**src/sv/cpf_pkg.sv**
```systemverilog
// Shared constants and register index codes for the colour perception pixel filter.
package cpf_pkg;

    localparam int unsigned CHANNEL_BITS     = 8;
    localparam int unsigned WEIGHT_FRAC_BITS = 8;
    localparam int unsigned NUM_REGS         = 6;
    localparam int unsigned REG_IDX_BITS     = 3;

    typedef enum logic [REG_IDX_BITS-1:0] {
        REG_W_R  = 3'd0,
        REG_W_G  = 3'd1,
        REG_W_B  = 3'd2,
        REG_W_RG = 3'd3,
        REG_W_RB = 3'd4,
        REG_W_GB = 3'd5
    } t_reg_idx;

endpackage

```
**src/sv/cpf_in_if.sv**
```systemverilog
// Input pixel channel: valid/ready handshake with one RGB item.
interface cpf_in_if #(
    parameter int unsigned CB = cpf_pkg::CHANNEL_BITS
);
    logic          valid;
    logic          ready;
    logic [CB-1:0] in_red;
    logic [CB-1:0] in_green;
    logic [CB-1:0] in_blue;

    modport source (output valid, output in_red, output in_green, output in_blue, input ready);
    modport sink   (input valid, input in_red, input in_green, input in_blue, output ready);
endinterface

```
**src/sv/cpf_out_if.sv**
```systemverilog
// Output pixel channel: valid/ready handshake with one perceived RGB item.
interface cpf_out_if #(
    parameter int unsigned CB = cpf_pkg::CHANNEL_BITS
);
    logic          valid;
    logic          ready;
    logic [CB-1:0] out_red;
    logic [CB-1:0] out_green;
    logic [CB-1:0] out_blue;

    modport source (output valid, output out_red, output out_green, output out_blue, input ready);
    modport sink   (input valid, input out_red, input out_green, input out_blue, output ready);
endinterface

```
**src/sv/cpf_weigh.sv**
```systemverilog
// Channel ranking, weighted primary/secondary products and remaining light.
module cpf_weigh #(
    parameter int unsigned CB = cpf_pkg::CHANNEL_BITS,
    parameter int unsigned FB = cpf_pkg::WEIGHT_FRAC_BITS
) (
    input  logic [CB-1:0]                            i_red,
    input  logic [CB-1:0]                            i_green,
    input  logic [CB-1:0]                            i_blue,
    input  logic [cpf_pkg::NUM_REGS-1:0][FB:0]       i_weight,
    output logic [CB+1:0]                            o_acc_red,
    output logic [CB+1:0]                            o_acc_green,
    output logic [CB+1:0]                            o_acc_blue,
    output logic [CB+1:0]                            o_rem
);

    logic [2:0]       dom_oh;
    logic [2:0]       mid_oh;
    logic [CB-1:0]    dom_v;
    logic [CB-1:0]    mid_v;
    logic [CB-1:0]    low_v;
    logic [FB:0]      wp;
    logic [FB:0]      ws;
    logic [CB+FB:0]   prod_p;
    logic [CB+FB:0]   prod_s;
    logic [CB:0]      primary;
    logic [CB:0]      secondary;
    logic [CB+1:0]    both;
    logic [CB+2:0]    spent;
    logic [CB+2:0]    total;

    // Rank channels; an earlier-tested channel wins a tie.
    always_comb begin
        if (i_red >= i_green && i_red >= i_blue) begin
            dom_oh = 3'b001;
            dom_v  = i_red;
            wp     = i_weight[cpf_pkg::REG_W_R];
            if (i_green >= i_blue) begin
                mid_oh = 3'b010; mid_v = i_green; low_v = i_blue;
                ws     = i_weight[cpf_pkg::REG_W_RG];
            end else begin
                mid_oh = 3'b100; mid_v = i_blue; low_v = i_green;
                ws     = i_weight[cpf_pkg::REG_W_RB];
            end
        end else if (i_green >= i_blue) begin
            dom_oh = 3'b010;
            dom_v  = i_green;
            wp     = i_weight[cpf_pkg::REG_W_G];
            if (i_red >= i_blue) begin
                mid_oh = 3'b001; mid_v = i_red; low_v = i_blue;
                ws     = i_weight[cpf_pkg::REG_W_RG];
            end else begin
                mid_oh = 3'b100; mid_v = i_blue; low_v = i_red;
                ws     = i_weight[cpf_pkg::REG_W_GB];
            end
        end else begin
            dom_oh = 3'b100;
            dom_v  = i_blue;
            wp     = i_weight[cpf_pkg::REG_W_B];
            if (i_red >= i_green) begin
                mid_oh = 3'b001; mid_v = i_red; low_v = i_green;
                ws     = i_weight[cpf_pkg::REG_W_RB];
            end else begin
                mid_oh = 3'b010; mid_v = i_green; low_v = i_red;
                ws     = i_weight[cpf_pkg::REG_W_GB];
            end
        end
    end

    // Truncate products by dropping the fraction bits.
    assign prod_p    = (CB+FB+1)'(dom_v - mid_v) * (CB+FB+1)'(wp);
    assign prod_s    = (CB+FB+1)'(mid_v - low_v) * (CB+FB+1)'(ws);
    assign primary   = prod_p[CB+FB:FB];
    assign secondary = prod_s[CB+FB:FB];
    assign both      = (CB+2)'(primary) + (CB+2)'(secondary);

    assign spent = (CB+3)'(primary) + {1'b0, secondary, 1'b0};
    assign total = (CB+3)'(i_red) + (CB+3)'(i_green) + (CB+3)'(i_blue);

    // Clamp negative remaining light to zero.
    assign o_rem = (total > spent) ? (CB+2)'(total - spent) : '0;

    always_comb begin
        o_acc_red   = dom_oh[0] ? both : (mid_oh[0] ? (CB+2)'(secondary) : '0);
        o_acc_green = dom_oh[1] ? both : (mid_oh[1] ? (CB+2)'(secondary) : '0);
        o_acc_blue  = dom_oh[2] ? both : (mid_oh[2] ? (CB+2)'(secondary) : '0);
    end

endmodule

```
**src/sv/cpf_mix.sv**
```systemverilog
// White share by reciprocal multiply, added to each channel with saturation.
module cpf_mix #(
    parameter int unsigned CB = cpf_pkg::CHANNEL_BITS
) (
    input  logic [CB+1:0] i_acc_red,
    input  logic [CB+1:0] i_acc_green,
    input  logic [CB+1:0] i_acc_blue,
    input  logic [CB+1:0] i_rem,
    output logic [CB-1:0] o_red,
    output logic [CB-1:0] o_green,
    output logic [CB-1:0] o_blue
);

    // Exact floor(x/3) for x below 2^(CB+2): multiply by ceil(2^(CB+3)/3), shift.
    localparam int unsigned DivShift = CB + 3;
    localparam logic [CB+1:0] DivMul =
        (CB+2)'(((64'd1 << DivShift) + 64'd2) / 64'd3);

    logic [2*CB+3:0] prod;
    logic [CB-1:0]   white;
    logic [CB+2:0]   sum_r;
    logic [CB+2:0]   sum_g;
    logic [CB+2:0]   sum_b;

    assign prod  = (2*CB+4)'(i_rem) * (2*CB+4)'(DivMul);
    assign white = prod[DivShift +: CB];

    assign sum_r = (CB+3)'(i_acc_red)   + (CB+3)'(white);
    assign sum_g = (CB+3)'(i_acc_green) + (CB+3)'(white);
    assign sum_b = (CB+3)'(i_acc_blue)  + (CB+3)'(white);

    assign o_red   = (|sum_r[CB+2:CB]) ? '1 : sum_r[CB-1:0];
    assign o_green = (|sum_g[CB+2:CB]) ? '1 : sum_g[CB-1:0];
    assign o_blue  = (|sum_b[CB+2:CB]) ? '1 : sum_b[CB-1:0];

endmodule

```
**src/sv/colour_perception_pixel_filter.sv**
```systemverilog
// Top level of the colour perception pixel filter: weights, pipeline and handshake.
// An accepted item passes the input, products and result registers before it shows on o_out.
// Throughput: one item per cycle while o_out is ready; three register stages (input,
//   products, result) each take a new item when empty or when their downstream stage moves.
// Reset (i_rst_n low, synchronous): all stages empty, all six weights back to 1.0.
// Configuration writes take effect at the next edge; write only while the block is idle.
module colour_perception_pixel_filter #(
    parameter int unsigned CHANNEL_BITS     = cpf_pkg::CHANNEL_BITS,
    parameter int unsigned WEIGHT_FRAC_BITS = cpf_pkg::WEIGHT_FRAC_BITS
) (
    input  logic                                i_clk,
    input  logic                                i_rst_n,
    input  logic                                i_cfg_we,
    input  logic [cpf_pkg::REG_IDX_BITS-1:0]    i_cfg_idx,
    input  logic [WEIGHT_FRAC_BITS:0]           i_cfg_data,
    cpf_in_if.sink                              i_in,
    cpf_out_if.source                           o_out
);

    localparam int unsigned CB = CHANNEL_BITS;
    localparam int unsigned FB = WEIGHT_FRAC_BITS;
    localparam logic [FB:0] WeightOne = {1'b1, {FB{1'b0}}};

    // Weight registers, one per configuration index.
    logic [cpf_pkg::NUM_REGS-1:0][FB:0] r_weight;

    // Stage 1: captured pixel.
    logic          r_v1;
    logic [CB-1:0] r_red;
    logic [CB-1:0] r_green;
    logic [CB-1:0] r_blue;

    // Stage 2: per-channel accumulations and remaining light.
    logic          r_v2;
    logic [CB+1:0] r_acc_red;
    logic [CB+1:0] r_acc_green;
    logic [CB+1:0] r_acc_blue;
    logic [CB+1:0] r_rem;

    // Stage 3: result register.
    logic          r_v3;
    logic [CB-1:0] r_out_red;
    logic [CB-1:0] r_out_green;
    logic [CB-1:0] r_out_blue;

    logic          en1;
    logic          en2;
    logic          en3;
    logic          in_acc;
    logic          out_acc;

    logic [CB+1:0] n_acc_red;
    logic [CB+1:0] n_acc_green;
    logic [CB+1:0] n_acc_blue;
    logic [CB+1:0] n_rem;
    logic [CB-1:0] n_out_red;
    logic [CB-1:0] n_out_green;
    logic [CB-1:0] n_out_blue;

    // Each stage loads when it is empty or the stage after it loads; bubbles collapse,
    // so a waiting result never blocks new items while earlier stages have room.
    assign en3     = !r_v3 || o_out.ready;
    assign en2     = !r_v2 || en3;
    assign en1     = !r_v1 || en2;
    assign in_acc  = i_in.valid && en1;
    assign out_acc = r_v3 && o_out.ready;

    assign i_in.ready      = en1;
    assign o_out.valid     = r_v3;
    assign o_out.out_red   = r_out_red;
    assign o_out.out_green = r_out_green;
    assign o_out.out_blue  = r_out_blue;

    // Store the weight on a write; drop writes to an unknown index.
    always_ff @(posedge i_clk) begin
        if (!i_rst_n) begin
            r_weight <= {cpf_pkg::NUM_REGS{WeightOne}};
        end else if (i_cfg_we && i_cfg_idx < cpf_pkg::REG_IDX_BITS'(cpf_pkg::NUM_REGS)) begin
            r_weight[i_cfg_idx] <= i_cfg_data;
        end
    end

    // Valid bits of the three stages.
    always_ff @(posedge i_clk) begin
        if (!i_rst_n) begin
            r_v1 <= 1'b0;
            r_v2 <= 1'b0;
            r_v3 <= 1'b0;
        end else begin
            if (en1) begin
                r_v1 <= i_in.valid;
            end
            if (en2) begin
                r_v2 <= r_v1;
            end
            if (en3) begin
                r_v3 <= r_v2;
            end
        end
    end

    // Payload registers: advance with their stage, hold otherwise.
    always_ff @(posedge i_clk) begin
        if (in_acc) begin
            r_red   <= i_in.in_red;
            r_green <= i_in.in_green;
            r_blue  <= i_in.in_blue;
        end
        if (en2 && r_v1) begin
            r_acc_red   <= n_acc_red;
            r_acc_green <= n_acc_green;
            r_acc_blue  <= n_acc_blue;
            r_rem       <= n_rem;
        end
        if (en3 && r_v2) begin
            r_out_red   <= n_out_red;
            r_out_green <= n_out_green;
            r_out_blue  <= n_out_blue;
        end
    end

    cpf_weigh #(
        .CB (CB),
        .FB (FB)
    ) u_weigh (
        .i_red       (r_red),
        .i_green     (r_green),
        .i_blue      (r_blue),
        .i_weight    (r_weight),
        .o_acc_red   (n_acc_red),
        .o_acc_green (n_acc_green),
        .o_acc_blue  (n_acc_blue),
        .o_rem       (n_rem)
    );

    cpf_mix #(
        .CB (CB)
    ) u_mix (
        .i_acc_red   (r_acc_red),
        .i_acc_green (r_acc_green),
        .i_acc_blue  (r_acc_blue),
        .i_rem       (r_rem),
        .o_red       (n_out_red),
        .o_green     (n_out_green),
        .o_blue      (n_out_blue)
    );

    // Items in flight grow by one when one enters and none leaves.
    a_count_up: assert property (@(posedge i_clk) disable iff (!i_rst_n)
        (in_acc && !out_acc) |=>
        ($countones({r_v1, r_v2, r_v3}) == $past($countones({r_v1, r_v2, r_v3})) + 1))
        else $error("item count did not grow on accept");

    // Items in flight shrink by one when one leaves and none enters.
    a_count_down: assert property (@(posedge i_clk) disable iff (!i_rst_n)
        (out_acc && !in_acc) |=>
        ($countones({r_v1, r_v2, r_v3}) + 1 == $past($countones({r_v1, r_v2, r_v3}))))
        else $error("item count did not shrink on delivery");

    // Writes to an unknown index leave every weight untouched.
    a_bad_index: assert property (@(posedge i_clk) disable iff (!i_rst_n)
        (i_cfg_we && i_cfg_idx >= cpf_pkg::REG_IDX_BITS'(cpf_pkg::NUM_REGS)) |=>
        $stable(r_weight))
        else $error("weight changed on write to unknown index");

    // Reset brings every weight back to 1.0.
    a_reset_weight: assert property (@(posedge i_clk)
        !i_rst_n |=> (r_weight == {cpf_pkg::NUM_REGS{WeightOne}}))
        else $error("weights not at 1.0 after reset");

endmodule
```
**src/flat_wrapper.sv**
```systemverilog
// flat-port wrapper written by rule: the top's interface ports become plain ports
module colour_perception_pixel_filter_flat 
#(
    parameter int unsigned CHANNEL_BITS     = cpf_pkg::CHANNEL_BITS,
    parameter int unsigned WEIGHT_FRAC_BITS = cpf_pkg::WEIGHT_FRAC_BITS
)
  (i_clk, i_rst_n, i_cfg_we, i_cfg_idx, i_cfg_data, i_in_valid, i_in_in_red, i_in_in_green, i_in_in_blue, i_in_ready, o_out_valid, o_out_out_red, o_out_out_green, o_out_out_blue, o_out_ready);
  cpf_in_if i_in_i ();
  cpf_out_if o_out_i ();
  input  logic i_clk;
  input  logic i_rst_n;
  input  logic i_cfg_we;
  input  logic [cpf_pkg::REG_IDX_BITS-1:0] i_cfg_idx;
  input  logic [WEIGHT_FRAC_BITS:0] i_cfg_data;
  input wire logic [$bits(i_in_i.valid)-1:0] i_in_valid;
  input wire logic [$bits(i_in_i.in_red)-1:0] i_in_in_red;
  input wire logic [$bits(i_in_i.in_green)-1:0] i_in_in_green;
  input wire logic [$bits(i_in_i.in_blue)-1:0] i_in_in_blue;
  output wire logic [$bits(i_in_i.ready)-1:0] i_in_ready;
  output wire logic [$bits(o_out_i.valid)-1:0] o_out_valid;
  output wire logic [$bits(o_out_i.out_red)-1:0] o_out_out_red;
  output wire logic [$bits(o_out_i.out_green)-1:0] o_out_out_green;
  output wire logic [$bits(o_out_i.out_blue)-1:0] o_out_out_blue;
  input wire logic [$bits(o_out_i.ready)-1:0] o_out_ready;
  assign i_in_i.valid = i_in_valid;
  assign i_in_i.in_red = i_in_in_red;
  assign i_in_i.in_green = i_in_in_green;
  assign i_in_i.in_blue = i_in_in_blue;
  assign i_in_ready = i_in_i.ready;
  assign o_out_valid = o_out_i.valid;
  assign o_out_out_red = o_out_i.out_red;
  assign o_out_out_green = o_out_i.out_green;
  assign o_out_out_blue = o_out_i.out_blue;
  assign o_out_i.ready = o_out_ready;
  colour_perception_pixel_filter #(.CHANNEL_BITS(CHANNEL_BITS), .WEIGHT_FRAC_BITS(WEIGHT_FRAC_BITS)) u_core (.i_clk(i_clk), .i_rst_n(i_rst_n), .i_cfg_we(i_cfg_we), .i_cfg_idx(i_cfg_idx), .i_cfg_data(i_cfg_data), .i_in(i_in_i), .o_out(o_out_i));
endmodule
```
**config.mk**
```make
export PLATFORM = sky130hd
export DESIGN_NAME = colour_perception_pixel_filter_flat
export DESIGN_NICKNAME = d
export VERILOG_FILES = /design/src/sv/cpf_pkg.sv /design/src/sv/cpf_in_if.sv /design/src/sv/cpf_out_if.sv /design/src/sv/cpf_weigh.sv /design/src/sv/cpf_mix.sv /design/src/sv/colour_perception_pixel_filter.sv /design/src/flat_wrapper.sv
export SDC_FILE = /design/constraint.sdc
export NUM_CORES = 1
export LEC_CHECK = 0
export BUFFER_PORTS_ARGS = -buffer_cell sky130_fd_sc_hd__clkbuf_2
export CAP_MARGIN = 10
export CELL_PAD_IN_SITES_DETAIL_PLACEMENT = 1
export CELL_PAD_IN_SITES_GLOBAL_PLACEMENT = 1
export CORE_ASPECT_RATIO = 0.7
export CORE_UTILIZATION = 35
export CTS_CLUSTER_SIZE = 28
export DETAILED_ROUTE_END_ITERATION = 12
export GPL_ROUTABILITY_DRIVEN = 0
export HOLD_SLACK_MARGIN = 0.05
export PLACE_DENSITY = 0.59
export SLEW_MARGIN = 15
export SYNTH_ARGS = -nofsm -noshare
export SYNTH_HDL_FRONTEND = slang
export SYNTH_SLANG_ARGS = --single-unit
```
**constraint.sdc**
```tcl
create_clock -name i_clk -period 15.8 [get_ports i_clk]
set_input_delay 0.79 -clock i_clk [delete_from_list [all_inputs] [get_ports i_clk]]
set_output_delay 0.79 -clock i_clk [all_outputs]
set_load 0.03 [all_outputs]
```
### Word-level counts from Yosys, hierarchy flattened

Index checks and enable logic that the tools add are counted.

* register bits: 145
* input bits: 41
* output and inout bits: 26
* word-level logic and storage cells: 87

* add/subtract/negate cells: 10
* multipliers: 3
* magnitude comparators: 7
* mux-type cells: 33
* reductions and logical operators: 15

Operators with widths (count)
* $mux W9: 11
* $mux W8: 11
* $bwmux W54: 1
* $mul A9 B10 Y17: 2
* $add A10 B8 Y11: 3
* $mux W10: 3
* $demux W9 S3: 1
* $ge A8 B8 Y1: 3
* $mul A10 B10 Y19 const B: 1
* $sub A8 B8 Y9: 2
* $mux W3: 5
* $add A9 B10 Y11: 1
* $gt A10 B11 Y1: 1
* $add A9 B8 Y10: 1
* $add A9 B9 Y10: 1
* $sub A10 B10 Y10: 1
* $add A8 B8 Y9: 1
* $reduce_or A3 Y1: 3
* $logic_and A1 B1 Y1: 6
* $lt A3 B4 Y1 const B: 1
* $ge A3 B1 Y1 const B: 1
* $logic_not A1 Y1: 3
* $logic_or A1 B1 Y1: 3
* $lt A3 B3 Y1 const B: 1
* $mux W2: 1

### Depth between registers and ports, before layout

Gate-level depths: netlist (run 1).

* word-level depth: 8
* mapped depth: 55
* mapped depth without buffers: 54

### By module

From an unflattened synthesis (run 1), not the netlist that was laid out.

* cell total of the unflattened synthesis: 1758
* area total of the unflattened synthesis: 16488.3 µm²

Modules (own cells, without submodules)
* cpf_weigh: instances 1, cells an instance 1118, area each 8827.2 µm², seq. area each 0.0 µm²
* colour_perception_pixel_filter: instances 1, cells an instance 291, area each 4768.3 µm², seq. area each 3783.6 µm²
* cpf_mix: instances 1, cells an instance 349, area each 2892.8 µm², seq. area each 0.0 µm²

### Worst setup path before layout (run 1)

No wires, ideal clock.

* path kind: register to register
* from: reg u_core.r_blue[0]
* to: reg u_core.r_rem[0], data pin
* setup time: 0.270 ns
* arrival: 11.165 ns
* data required time: 15.530 ns
* setup slack: 4.365 ns
* stages on the path, launching flop included: 48
* path buffers: 3
* period minus slack after synthesis: 11.435 ns
* cell sequence: edfxtp_1 -> ha_1 -> nand2b_1 -> a2111o_1 -> a31o_2 -> clkbuf_1 -> nand2_1 -> clkbuf_1 -> nand2_1 -> clkbuf_1 -> o21ai_0 -> inv_1 -> fa_1 -> a21o_1 -> a21oi_1 -> o21bai_1 -> a21oi_1 -> o21bai_1 -> [12 not listed] -> a21oi_1 -> xor2_1 -> inv_1 -> ha_1 -> a21o_1 -> a21oi_1 -> o21bai_1 -> a21oi_1 -> inv_1 -> a21oi_2 -> o21ai_1 -> xnor2_1 -> ha_1 -> o21a_1 -> o21ai_0 -> a21oi_1 -> a21oi_2 -> a21oi_1

* cells in the longest elaborated chain, start to end: 8
* elaborated cells between the ends (all ways): 26
* those cells by class: 5 x add/sub; 2 x mul; 3 x order compare; 15 x mux; 1 x reduce/logical

RTL lines
* from (decl): RTL line colour_perception_pixel_filter.sv:31 `logic [CB-1:0] r_blue;`
* from (signal assigned): RTL line colour_perception_pixel_filter.sv:107 `r_blue <= i_in.in_blue;`
* $ge A8 B8 Y1: RTL line cpf_weigh.sv:33, cpf_weigh.sv:48
* $mux W8: RTL line cpf_weigh.sv:48 `if (i_red >= i_blue) begin`
* $mux W8: RTL line cpf_weigh.sv:44 `end else if (i_green >= i_blue) begin`
* $mux W8: RTL line cpf_weigh.sv:33 `if (i_red >= i_green && i_red >= i_blue) begin`
* $sub A8 B8 Y9, on equally long branches: RTL line cpf_weigh.sv:70, cpf_weigh.sv:71
* $mul A9 B10 Y17, on equally long branches: RTL line cpf_weigh.sv:70, cpf_weigh.sv:71
* $add A9 B10 Y11: RTL line cpf_weigh.sv:76 `assign spent = (CB+3)'(primary) + {1'b0, secondary, 1'b0};`
* $sub A10 B10 Y10 / $gt A10 B11 Y1 (equally long branches): RTL line cpf_weigh.sv:80 `assign o_rem = (total > spent) ? (CB+2)'(total - spent) : '0;`
* to (signal assigned): RTL line colour_perception_pixel_filter.sv:113 `r_rem <= n_rem;`
* to (decl): RTL line colour_perception_pixel_filter.sv:38 `logic [CB+1:0] r_rem;`

Several ways; a longest one is shown, not always the timed one.
A chain may end at the register's enable or synchronous reset.

### Worst setup path in the final report (run 1)

* from: reg u_core.r_blue[0]
* to: reg u_core.r_rem[1], data pin

The elaborated chain is that of the path after synthesis.

==> results.ini, run 1 <==
[logic_synthesis]
synthMuxAreaShare_pct=0.595
synth_area_per_cell_um2=9.28
ys_top_cells_by_area=ha_1 19%, fa_1 17%, edfxtp_1 17%, dfxtp_1 7.1%, inv_1 5.7%
synthFlopType=edfxtp_1
synthAdderAreaFrac_pct=35.9
yosys_warnings=0
synth_compound_area_share_pct=14.3
synth_top_family_by_area=adder cells
synthSimpleGateAreaFrac_pct=13.5
async_flop_share_pct=0
synth_seq_area_share_pct=23.7
synth_top_area_share_pct=18.5
synthesis.nets=2137
yosys.area.top_type=ha_1
synth_cells=1723
synth-seq-cells=145
synth_xor_xnor_area_share_pct=5.63
synth_cell_types=65
netlist_area_um2=16000
synth_edf_count=88

[floorplanning]
die_x_um=257
rows=65
coreArea_um2=45100
die_height_um=181
start_util_pct=35.5
dieArea_um2=46600
io_pins=67

[cts]
hold_buffers=0
clockRootBuffer=clkbuf_16
post-cts-setup-buffers=0
cts.repair.resized=0
h-tree-depth=4
clock_latency_ns=0.46
clk_path_buf_depth=2
cts_made_buffers=17
cts_tree=built
clk_pin_slew_ns=0.07
cts.sinks=145

[setup_path]
crit_slowest_cell=mux2i_2
crit_buf_inv=6
path_class=flop to flop
arrival_ns=14.19
slowest_delay_ns=0.86
crit_path_max_fanout=18
crit_top_cell=a21oi_1
critPathLaunchType=flop
endpoint_kind=flop
crit_required_ns=15.98
crit_family=compound AO/OA/AOI/OAI gates

[status]
status=completed

[timing]
finClkSkew_ns=0.0153
hold_slack_ns=0.475
tns_ns=0
max_freq_mhz=71.4
rsz0062_at_grt=false
setup_violations=0
fin_crit_sh_pct=88.6
period_needed_ns=14.01
worst_slew_pin_slew_ns=1.17
slew_violations=0
finalHoldViolations=0
slew_headroom_pct=21.7

[route]
first_pass_iters=5
drc=0
vias=12376
ant_nets=0
vias_per_cell=5.11
wl_per_cell_um=20.1
wirelength_um=48700
dr.first_iter.drc_count=843

[grt]
gr-usage-all-layers_pct=21.6
grt_pass1_wl_um=76800
antenna_found_initial=2
overflow=0
grt_pass1_vias=13097
grt_max_degree=58

[finish]
drive_above_1_share_pct=10.1
final_area_um2=17800
layout_commonest_cell=inv_1
nNetsFinal=2219
area_delta_synth_final_pct=11.3
utilization_pct=39.5
mostFrequentLayoutCells=243 x inv_1, 237 x ha_1, 193 x nand2_1, 136 x fa_1, 131 x nor2_1
fillers=5272

[place]
portBuffers=66
hpwl_um=40300
dpl_cell_area_um2=17200

[min_path]
hold_path_class=flop to flop

[flow_run]
drv_cap=0

-- worst paths after layout --
path                               startpoint                          endpoint  slack, ns  cells past startpoint
max                u_core.r_blue[0]$_DFFE_PP_     u_core.r_rem[1]$_SDFFCE_PP0P_       1.79                     47
min          u_core.r_weight[39]$_SDFFE_PN0P_  u_core.r_weight[39]$_SDFFE_PN0P_       0.48                      2
max reg2reg        u_core.r_blue[0]$_DFFE_PP_     u_core.r_rem[1]$_SDFFCE_PP0P_       1.79                     47
min reg2reg  u_core.r_weight[39]$_SDFFE_PN0P_  u_core.r_weight[39]$_SDFFE_PN0P_       0.48                      2
-- flip-flops by register name, indices dropped and copies added, names as in the netlist --
register                count
u_core.o_out.out_blue       8
u_core.o_out.out_green      8
u_core.o_out.out_red        8
u_core.o_out.valid          1
u_core.r_acc_blue          10
u_core.r_acc_green         10
u_core.r_acc_red           10
u_core.r_blue               8
u_core.r_green              8
u_core.r_red                8
u_core.r_rem               10
u_core.r_v1                 1
u_core.r_v2                 1
u_core.r_weight            54
-- Yosys cell counts, types with 5 or more instances --
master	count
o21ai_1	9
xnor2_1	63
or2_2	28
fa_1	136
o22ai_1	21
a21o_1	24
nor3_1	9
ha_1	237
and2_1	10
o21a_1	5
dfxtp_1	57
a21oi_1	98
a22oi_1	8
or3_1	11
nor2b_1	21
xor2_1	28
nand2_1	193
o211ai_1	5
a21boi_0	57
nand2b_1	29
nand3_1	33
o22a_1	8
nor2_1	132
o21ai_0	44
o21bai_1	29
inv_1	243
edfxtp_1	88
clkbuf_1	29
-- cell families (layout without fill, tap and decap cells) --
kind of cell	after synthesis	count (layout)
buffers and inverters	274	369
and+or+nand+nor	481	481
AOI/OAI and AO/OA	342	342
adders and majority gates	377	377
xor gates and xnor gates	96	96
other	0	1
muxes	8	8
DFF	145	145
-- layout make-up --
class                      count  area (um^2)  share of cell area [%]
tap                          603          754                    4.24
multi-input combinational   1304        11200                    63.0
timing repair buffer          94          541                    3.04
inverter                     243          912                    5.13
sequential                   145         3780                    21.3
clock inverter                13          143                   0.801
antenna                        1         2.50                  0.0141
clock buffer                  19          454                    2.55
-- metal layers --
| layer | track usage, % | wire length, um | up-vias |
|---|---|---|---|
| met5 | 0 | 0 | - |
| met4 | 3.88 | 467 | 0 |
| met3 | 4.95 | 2810 | 25 |
| met2 | 30.0 | 19500 | 229 |
| met1 | 33.7 | 25900 | 6169 |
| li1 | - | - | 5953 |
-- stage by stage --
stage	worst slack, ns	instances
floorplan	4.36	1723
global placement	2.51	2389
detailed placement	1.90	2389
CTS	1.86	2421
global route	0.686	2421
finish	1.79	2422
-- worst register-to-register path: cells and delay by family, from the launching register on --
kind / cells / cell delay [ns]
AOI/OAI and AO/OA: 22 / 5.13
xor gates and xnor gates: 3 / 1.38
adders and majority gates: 10 / 4.12
buffers and inverters: 6 / 0.60
DFF: 1 / 0.51
muxes: 1 / 0.87
and+or+nand+nor: 5 / 1.12
Power of run 1 is not shown: default switching activity piles up to over one toggle a cycle in this logic, so the estimate is an artifact.
==> inputs of run 2 (changes only) <==
SYNTH_HIERARCHICAL = 1   (was unset)
==> results.ini, run 2 <==
[status]
status=completed

[setup_path]
crit_required_ns=15.97  ; about the same
crit_path_max_fanout=11  ; -7
path_class=flop to flop
slowest_delay_ns=0.72  ; -0.14 ns
endpoint_kind=flop
arrival_ns=13.85  ; -0.34 ns
critPathLaunchType=flop
crit_slowest_cell=xnor2_1
r2r_cells=43  ; -8.5%

[cts]
cts_tree=built
hold_buffers=0  ; unchanged
clk_pin_slew_ns=0.07  ; about the same
cts_made_buffers=17  ; unchanged
clock_latency_ns=0.45  ; about the same
h-tree-depth=4  ; unchanged
cts.sinks=145  ; unchanged
clockRootBuffer=clkbuf_16
cts.repair.resized=0  ; unchanged
post-cts-setup-buffers=0  ; unchanged
clk_path_buf_depth=2  ; unchanged

[floorplanning]
coreArea_um2=46500  ; +3.2%
rows=66  ; +1.5%
die_height_um=184  ; +1.5%
start_util_pct=35.5  ; about the same
dieArea_um2=48000  ; +3.1%
io_pins=67  ; unchanged
die_x_um=261  ; +1.5%

[finish]
antenna_cells=0  ; -1
largest_reg_flops=54  ; unchanged
regMostFlops=u_core/r_weight
area_delta_synth_final_pct=10.5
nNetsFinal=2247  ; +1.3%
mostFrequentLayoutCells=248 x inv_1, 238 x ha_1, 160 x nand2_1, 144 x nor2_1, 136 x fa_1
drive_above_1_share_pct=9.32  ; -0.74 points
utilization_pct=39.2  ; -0.31 points
layout_commonest_cell=inv_1

[logic_synthesis]
async_flop_share_pct=0  ; unchanged
synth_seq_area_share_pct=22.9  ; -0.72 points
synth_top_area_share_pct=18.1  ; -0.49 points
synth_top_cells_by_count=248 x inv_1, 238 x ha_1, 160 x nand2_1, 145 x nor2_1, 136 x fa_1
ys_top_cells_by_area=ha_1 18%, fa_1 17%, edfxtp_1 16%, dfxtp_1 6.9%, inv_1 5.6%
synthesis.nets=2173  ; +1.7%
synth_cell_types=81  ; +25%
yosys.area.top_type=ha_1
synth_edf_count=88  ; unchanged
synth-seq-cells=145  ; unchanged
synth_area_per_cell_um2=9.38  ; +1.1%
netlist_area_um2=16500  ; +3.1%
synthFlopType=edfxtp_1
yosysMostFrequentCell=inv_1
synth_cells=1758  ; +2.0%
yosys_warnings=6  ; +6

[route]
first_pass_iters=5  ; unchanged
vias=12840  ; +3.7%
ant_nets=0  ; unchanged
wirelength_um=49900  ; +2.6%
wl_per_cell_um=20.3  ; +1.2%
dr.first_iter.drc_count=715  ; -15%
vias_per_cell=5.23  ; +2.3%
drc=0  ; unchanged

[timing]
period_needed_ns=13.67  ; -0.332 ns
rsz0062_at_grt=false
slew_headroom_pct=24.5  ; +2.7 points
max_freq_mhz=73.1  ; +2.4%
slew_violations=0  ; unchanged
worst_slew_pin_slew_ns=1.13  ; -0.0434 ns
finClkSkew_ns=0.0149  ; -0.000398 ns
fin_ws_ns=2.13  ; +0.332 ns
fin_crit_sh_pct=86.5  ; -2.1 points
setup_violations=0  ; unchanged
hold_slack_ns=0.463  ; -0.0124 ns
finalHoldViolations=0  ; unchanged
tns_ns=0  ; unchanged

[min_path]
hold_path_class=flop to flop
hold_depth=2  ; unchanged

[place]
portBuffers=66  ; unchanged
hpwl_um=41300  ; +2.3%
pre_cts_ws_ns=2.29  ; +0.389 ns

[grt]
antenna_found_initial=0  ; -2
overflow=0  ; unchanged
grt_pass1_vias=13443  ; +2.6%
gr-usage-all-layers_pct=21.6  ; -0.068 points
grt_pass1_wl_um=78400  ; +2.1%
grt_max_degree=67  ; +16%

[flow_run]
drv_cap=0  ; unchanged

## run 2: kinds of logic (layout without fill, tap and decap cells)
| logic type | count (synthesis) | in the layout | synth area share (%) |
|---|---|---|---|
| compound gates | 336 | 336 | 13.8 |
| xor+xnor | 92 | 92 | 4.93 |
| fa+ha+maj | 374 | 374 | 34.6 |
| buf+inv | 282 | 369 | 6.56 |
| flops | 145 | 145 | 22.9 |
| mux | 61 | 61 | 3.89 |
| simple gates | 468 | 468 | 13.3 |
## run 2: layout make-up
| type | instances | area [um^2] |
|---|---|---|
| flip-flops and latches | 145 | 3780 |
| clock buffers | 22 | 507 |
| clock inverters | 10 | 82.6 |
| well taps | 612 | 766 |
| fillers | 5369 | 28300 |
| inverters | 250 | 938 |
| multi-input cells | 1331 | 11700 |
| repair buffers | 87 | 488 |
## run 2: metrics by stage
step                cells  cell area [um^2]
floorplan            1758             16500
global placement     2425             17600
detailed placement   2425             17600
CTS                  2457             18200
global route         2457             18200
finish               2457             18200
## run 2: path summary, 6_finish.rpt
kind	from	end	slack, ns
hold / removal	u_core/r_weight[41]$_SDFFE_PN0P_	u_core/r_weight[41]$_SDFFE_PN0P_	0.46
setup / recovery	u_core/r_red[7]$_DFFE_PP_	u_core/r_rem[8]$_DFFE_PP_	2.13
setup reg to reg	u_core/r_red[7]$_DFFE_PP_	u_core/r_rem[8]$_DFFE_PP_	2.13
hold reg to reg	u_core/r_weight[41]$_SDFFE_PN0P_	u_core/r_weight[41]$_SDFFE_PN0P_	0.46
## run 2: critical path: cells and delay by family, from the launching register on
family	cells	cell delay (ns)
flops	1	0.54
simple gates	7	1.80
buf+inv	5	0.39
xor+xnor	2	0.88
compound gates	18	5.23
fa+ha+maj	11	4.55
## run 2: per-layer routing
layer | part of all wire (%) | track usage (%)
met5 | 0 | 0
met4 | 1.2 | 4.05
met3 | 4.2 | 3.49
met2 | 41 | 31.6
met1 | 54 | 33.0
Power of run 2 is left out for the same reason.
